$ cat src/rtl/core/q2e_pkg.sv
// types, constants and the arctangent table of the quaternion to euler unit
package q2e_pkg;

	localparam int QUAT_FRAC_BITS   = 14;
	localparam int ANGLE_BITS       = 16;
	localparam int DEF_CORDIC_STEPS = 16;
	localparam int QW               = 16;
	// width of the product terms
	localparam int TW               = 34;
	// width of normalized magnitudes
	localparam int NW               = 31;
	// width of cordic x and y
	localparam int CW               = 34;
	// width of the cordic angle, 2^31 = pi
	localparam int ZW               = 32;
	// asin magnitude width, one = 2^30
	localparam int MW               = 31;
	// radicand and square root work width
	localparam int RW               = 62;
	localparam int SQRT_STEPS       = 31;

	typedef struct packed {
		logic signed [QW-1:0] quat_x;
		logic signed [QW-1:0] quat_y;
		logic signed [QW-1:0] quat_z;
		logic signed [QW-1:0] quat_w;
	} quat_t;

	typedef struct packed {
		logic signed [ANGLE_BITS-1:0] angle_first;
		logic signed [ANGLE_BITS-1:0] angle_second;
		logic signed [ANGLE_BITS-1:0] angle_third;
		logic                         asin_clamped;
	} euler_t;

	typedef struct packed {
		logic signed [TW-1:0] a1;
		logic signed [TW-1:0] b1;
		logic signed [TW-1:0] sv;
		logic signed [TW-1:0] a3;
		logic signed [TW-1:0] b3;
	} terms_t;

	// atan(2^-i), 2^31 = pi, rounded to nearest
	function automatic logic [ZW-1:0] arc_tab(input logic [4:0] idx);
		logic [ZW-1:0] r;
		unique case (idx)
			5'd0:  r = 32'h20000000;
			5'd1:  r = 32'h12E4051E;
			5'd2:  r = 32'h09FB385B;
			5'd3:  r = 32'h051111D4;
			5'd4:  r = 32'h028B0D43;
			5'd5:  r = 32'h0145D7E1;
			5'd6:  r = 32'h00A2F61E;
			5'd7:  r = 32'h00517C55;
			5'd8:  r = 32'h0028BE53;
			5'd9:  r = 32'h00145F2F;
			5'd10: r = 32'h000A2F98;
			5'd11: r = 32'h000517CC;
			5'd12: r = 32'h00028BE6;
			5'd13: r = 32'h000145F3;
			5'd14: r = 32'h0000A2FA;
			5'd15: r = 32'h0000517D;
			5'd16: r = 32'h000028BE;
			5'd17: r = 32'h0000145F;
			5'd18: r = 32'h00000A30;
			5'd19: r = 32'h00000518;
			5'd20: r = 32'h0000028C;
			5'd21: r = 32'h00000146;
			5'd22: r = 32'h000000A3;
			5'd23: r = 32'h00000051;
			5'd24: r = 32'h00000029;
			5'd25: r = 32'h00000014;
			5'd26: r = 32'h0000000A;
			5'd27: r = 32'h00000005;
			5'd28: r = 32'h00000003;
			5'd29: r = 32'h00000001;
			5'd30: r = 32'h00000001;
			5'd31: r = 32'h00000000;
		endcase
		return r;
	endfunction

endpackage

$ cat src/rtl/core/q2e_isqrt.sv
// pipelined integer square root, one result bit per stage
module q2e_isqrt (
	input  logic                      clk,
	input  logic                      ce,
	input  logic [q2e_pkg::RW-1:0]    rad,
	output logic [q2e_pkg::MW-1:0]    root
);

	localparam int RW    = q2e_pkg::RW;
	localparam int STEPS = q2e_pkg::SQRT_STEPS;

	logic [RW-1:0] v_s [STEPS+1];
	logic [RW-1:0] r_s [STEPS+1];

	assign v_s[0] = rad;
	assign r_s[0] = '0;

	// restoring digit steps, bit weight 4^(STEPS-1-k)
	for (genvar k = 0; k < STEPS; k++) begin : g_bit
		localparam logic [RW-1:0] BIT = RW'(1) << (2 * (STEPS - 1 - k));
		logic [RW-1:0] trial;
		assign trial = r_s[k] + BIT;
		always_ff @(posedge clk) begin
			if (ce) begin
				if (v_s[k] >= trial) begin
					v_s[k+1] <= v_s[k] - trial;
					r_s[k+1] <= (r_s[k] >> 1) + BIT;
				end else begin
					v_s[k+1] <= v_s[k];
					r_s[k+1] <= r_s[k] >> 1;
				end
			end
		end
	end

	assign root = q2e_pkg::MW'(r_s[STEPS]);

endmodule

$ cat config.mk
export PLATFORM = sky130hd
export DESIGN_NAME = q2e_isqrt
export DESIGN_NICKNAME = d
export VERILOG_FILES = /design/src/rtl/core/q2e_pkg.sv /design/src/rtl/core/q2e_isqrt.sv
export SDC_FILE = /design/constraint.sdc
export NUM_CORES = 2
export LEC_CHECK = 0
export ABC_CLOCK_PERIOD_IN_PS = 4100
export BUFFER_PORTS_ARGS = -buffer_cell sky130_fd_sc_hd__buf_2
export CORE_MARGIN = 10
export CORE_UTILIZATION = 60
export CTS_BUF_LIST = sky130_fd_sc_hd__clkbuf_8
export CTS_CLUSTER_DIAMETER = 200
export DETAILED_ROUTE_END_ITERATION = 8
export GPL_TIMING_DRIVEN = 0
export HOLD_SLACK_MARGIN = 0.06
export PLACE_DENSITY = 0.84
export SLEW_MARGIN = 20
export SYNTH_ARGS = -nofsm -noshare
export SYNTH_HDL_FRONTEND = slang
export SYNTH_SLANG_ARGS = --single-unit
$ cat constraint.sdc
create_clock -name clk -period 4.1 [get_ports clk]
set_input_delay 0.205 -clock clk [delete_from_list [all_inputs] [get_ports clk]]
set_output_delay 0.205 -clock clk [all_outputs]
set_load 0.01 [all_outputs]
==> results by group <==
Run status
  – Outcome: complete, but fails checks
  – Violations in the final reports: antenna violations

Clocking
  – Number of levels the H-tree was split into: 5
  – CTS clk-pin slew, worst paths: 0.06 ns
  – Number of buffers created by CTS: approximately 390
  – Cell at the root of the clock tree: sky130_fd_sc_hd__clkbuf_8
  – Source-to-sink clock delay at the later pin of the worst-skew pair: ~1.1 ns
  – CTS tree: done
  – CTS Sinks: roughly 2400
  – Number of buffers on the longest clock path: 4

Logic synthesis
  – Post-synthesis instance area: roughly 110000 sq um
  – Yosys top cell by area: sky130_fd_sc_hd__edfxtp_1
  – Number of enable flip-flop cells after synthesis: 2356
  – Leading register cell type out of synthesis: sky130_fd_sc_hd__edfxtp_1
  – Synth area leaders: sky130_fd_sc_hd__edfxtp_1, sky130_fd_sc_hd__ha_1, sky130_fd_sc_hd__xnor2_1
  – Share of async-settable or async-resettable flops after synthesis: 0%
  – Post-synthesis instance total: between 9000 and 10000
  – Count of unique library cells instantiated by Yosys: 89
  – Synthesized net count: slightly below 10000
  – Yosys warning count: 0
  – Synth Register Bits: ~2400
  – Synthesized area divided by synthesized cell count: roughly 13 sq um
  – Share of the synthesized area in the top cell type: roughly 62%
  – Share of synthesized area occupied by flip-flops and latches: 62.4%

Routing
  – Routed vias/inst: between 6 and 7
  – Violation count after the first detailed-route iteration: approximately 8800
  – Wire length per cell after detailed routing: roughly 24 microns
  – Overall routed net length: around 290000 microns
  – Via Count: 77571
  – Post-route DRC: 0
  – ANT nets after route: 1
  – Length of the first detailed-routing pass in iterations: 7

STA
  – Tightest slew margin relative to the limit: a little over a quarter
  – Final period utilization: a little over nine tenths
  – F_max: approximately 250 MHz
  – Setup tns final: 0 ns
  – Number of endpoints with negative hold slack in the final report: 0
  – Post-layout minimum cycle time: roughly 4 ns
  – Post-route clock skew: 0.109 ns
  – Hold WS: ~0.23 ns
  – Final Setup Violations: 0
  – Pins Over Slew Limit: 0
  – Worst setup margin: approximately 0.043 ns
  – Actual slew at the worst max-slew pin: roughly 1.1 ns

Global routing
  – Pin count of the biggest net entering global routing: roughly 160
  – Total gr overflow: 0
  – Total routing usage reported by global routing: between 20 and 30%
  – Global-route wire length before repair: roughly 440000 microns
  – Number of global-route vias before repair: approximately 75000
  – Initial antenna violation count: 15

Die
  – Core Area: ~190000 sq um
  – Overall die width: 455 microns
  – Top Ports: 95
  – Core Rows: 159
  – Die area: 207000 sq um
  – Starting Density: 60.3%
  – Overall die height: around 450 microns

Run
  – Max-capacitance violation count: 0

Power
  – Power per cell area: around 540 nW/um^2
  – Leakage dissipation: ~48 nW
  – Maximum vdd ir drop: ~0.00052 V
  – Power Total: around 68 mW

Setup path
  – Worst setup EP type: flip-flop
  – Element type at the critical path start: flip-flop
  – Req. time, crit path: 4.80 ns
  – Critical Path AT: between 4 and 5 ns
  – Category of the critical setup timing path: flip-flop to flip-flop
  – Crit-path max FO: 10

Placed design
  – Minimum setup slack after placement: -0.886 ns
  – Routability Congestion: roughly 0.93
  – Buffers on Ports: 94
  – DP HPWL: about 210000 microns

Cells and area
  – Share of the core filled with cells in the final layout: about 67%
  – Number of inserted filler cells in the final layout: 13138
  – Leading cell type in the layout, fill and taps excluded: sky130_fd_sc_hd__edfxtp_1
  – Area growth from synthesis to layout: 11.4%
  – Share of layout cells above drive strength 1: under 10%
  – Final nets: 10246
  – Most used cells in the layout excluding fill and tap cells: sky130_fd_sc_hd__edfxtp_1, sky130_fd_sc_hd__inv_1, sky130_fd_sc_hd__nor2_1, sky130_fd_sc_hd__a21oi_1, sky130_fd_sc_hd__nand2_1

Worst hold path
  – Class of the most critical hold timing path: input pin to flip-flop
[metrics by stage]
| stage | instances | instance area [sq um] |
|---|---|---|
| floorplan | 9039 | 113000 |
| global placement | 11628 | 117000 |
| detailed placement | 11646 | 117000 |
| CTS | 12425 | 126000 |
| global route | 12429 | 126000 |
| finish | 12437 | 126000 |
[repair_timing]
action                                  in CTS  in global routing
gates resized for setup                     62                 85
setup buffers                                1                  3
gates cloned                                 0                  0
pin swaps                                    3                  7
hold buffers                               127                  0
hold endpoints to repair                   273                  0
endpoints found under the setup margin     414                366
[cells in the mapped netlist (all sizes together) (9+ instances only)]
cell	n
mux2i	10
and4	23
nor3b	26
clkbuf	159
a41oi	9
a21o	206
o211ai	25
mux2	74
nor2	614
and4b	11
a211oi	44
edfxtp	2356
nand2b	97
o21bai	48
o21a	99
nor2b	69
a31oi	45
nor4	338
inv	652
buf	24
o41ai	10
nand3b	37
nand4b	26
or4	78
nand4	159
nand3	169
nand2	552
a31o	16
o31ai	40
a211o	20
xor2	366
o21ai	384
xnor2	457
a2111oi	27
nor4b	52
a21boi	26
and2	28
nor3	234
o31a	16
or2	41
or3	100
a21oi	598
and3	38
ha	525
o2111ai	14
[where the power goes]
group,internal [mW],switching [mW],total (mW)
logic,6.09,9.06,15.2
clock network,9.92,9.59,19.5
registers,30.6,2.64,33.2
[critical path, stage by stage, from the launching register on]
cell                       delay, ns
sky130_fd_sc_hd__edfxtp_1       0.40
sky130_fd_sc_hd__inv_1          0.06
sky130_fd_sc_hd__ha_1           0.38
sky130_fd_sc_hd__or4b_2         0.64
sky130_fd_sc_hd__nor4_2         0.49
sky130_fd_sc_hd__nand4_1        0.33
sky130_fd_sc_hd__nand2_1        0.19
sky130_fd_sc_hd__nor3_1         0.11
sky130_fd_sc_hd__o21ai_2        0.21
sky130_fd_sc_hd__clkbuf_1       0.68
sky130_fd_sc_hd__xnor2_1        0.19
[path summary, 6_finish.rpt]
path,slack (ns),endpoint,cells past startpoint,from
setup / recovery,0.04,v_s[384]$_DFFE_PP_,10,r_s[454]$_DFFE_PP_
hold / removal,0.23,v_s[918]$_DFFE_PP_,2,ce
setup reg to reg,0.04,v_s[384]$_DFFE_PP_,10,r_s[454]$_DFFE_PP_
hold reg to reg,0.40,v_s[1640]$_DFFE_PP_,0,v_s[1702]$_DFFE_PP_
[cell type report]
type / instances / area (sq um) / area share [%]
Timing Repair Buffer: 243 / 2260 / 1.79
Clock inverter: 265 / 1580 / 1.25
Multi-Input combinational cell: 5846 / 39900 / 31.6
Sequential cell: 2356 / 70700 / 56.1
Inverter: 654 / 2460 / 1.95
Tap cell: 2495 / 3120 / 2.47
Clock buffer: 389 / 5350 / 4.24
Antenna cell: 19 / 47.5 / 0.0377
Buffer: 170 / 729 / 0.578
[routing by layer]
layer	vias up	GRT usage [%]	routed length (microns)
met5	-	0	24
met4	4	8.56	8940
met3	702	5.33	24600
met2	3592	44.5	138000
met1	38007	38.6	123000
li1	35266	-	-
[cell families after synthesis]
family                     Yosys count  share of synthesized area [%]
DFF                               2356                           62.4
xor gates and xnor gates           823                           6.36
and+or+nand+nor                   2711                           12.5
muxes                               84                          0.824
AOI/OAI and AO/OA                 1703                           9.32
adders and majority gates          525                           5.80
buffers and inverters              837                           2.80
[state kept, by name, indices dropped and copies added (netlist names)]
name,cells
v_s,1860
root,31
r_s,465
Power figures use the tool's default switching activity.
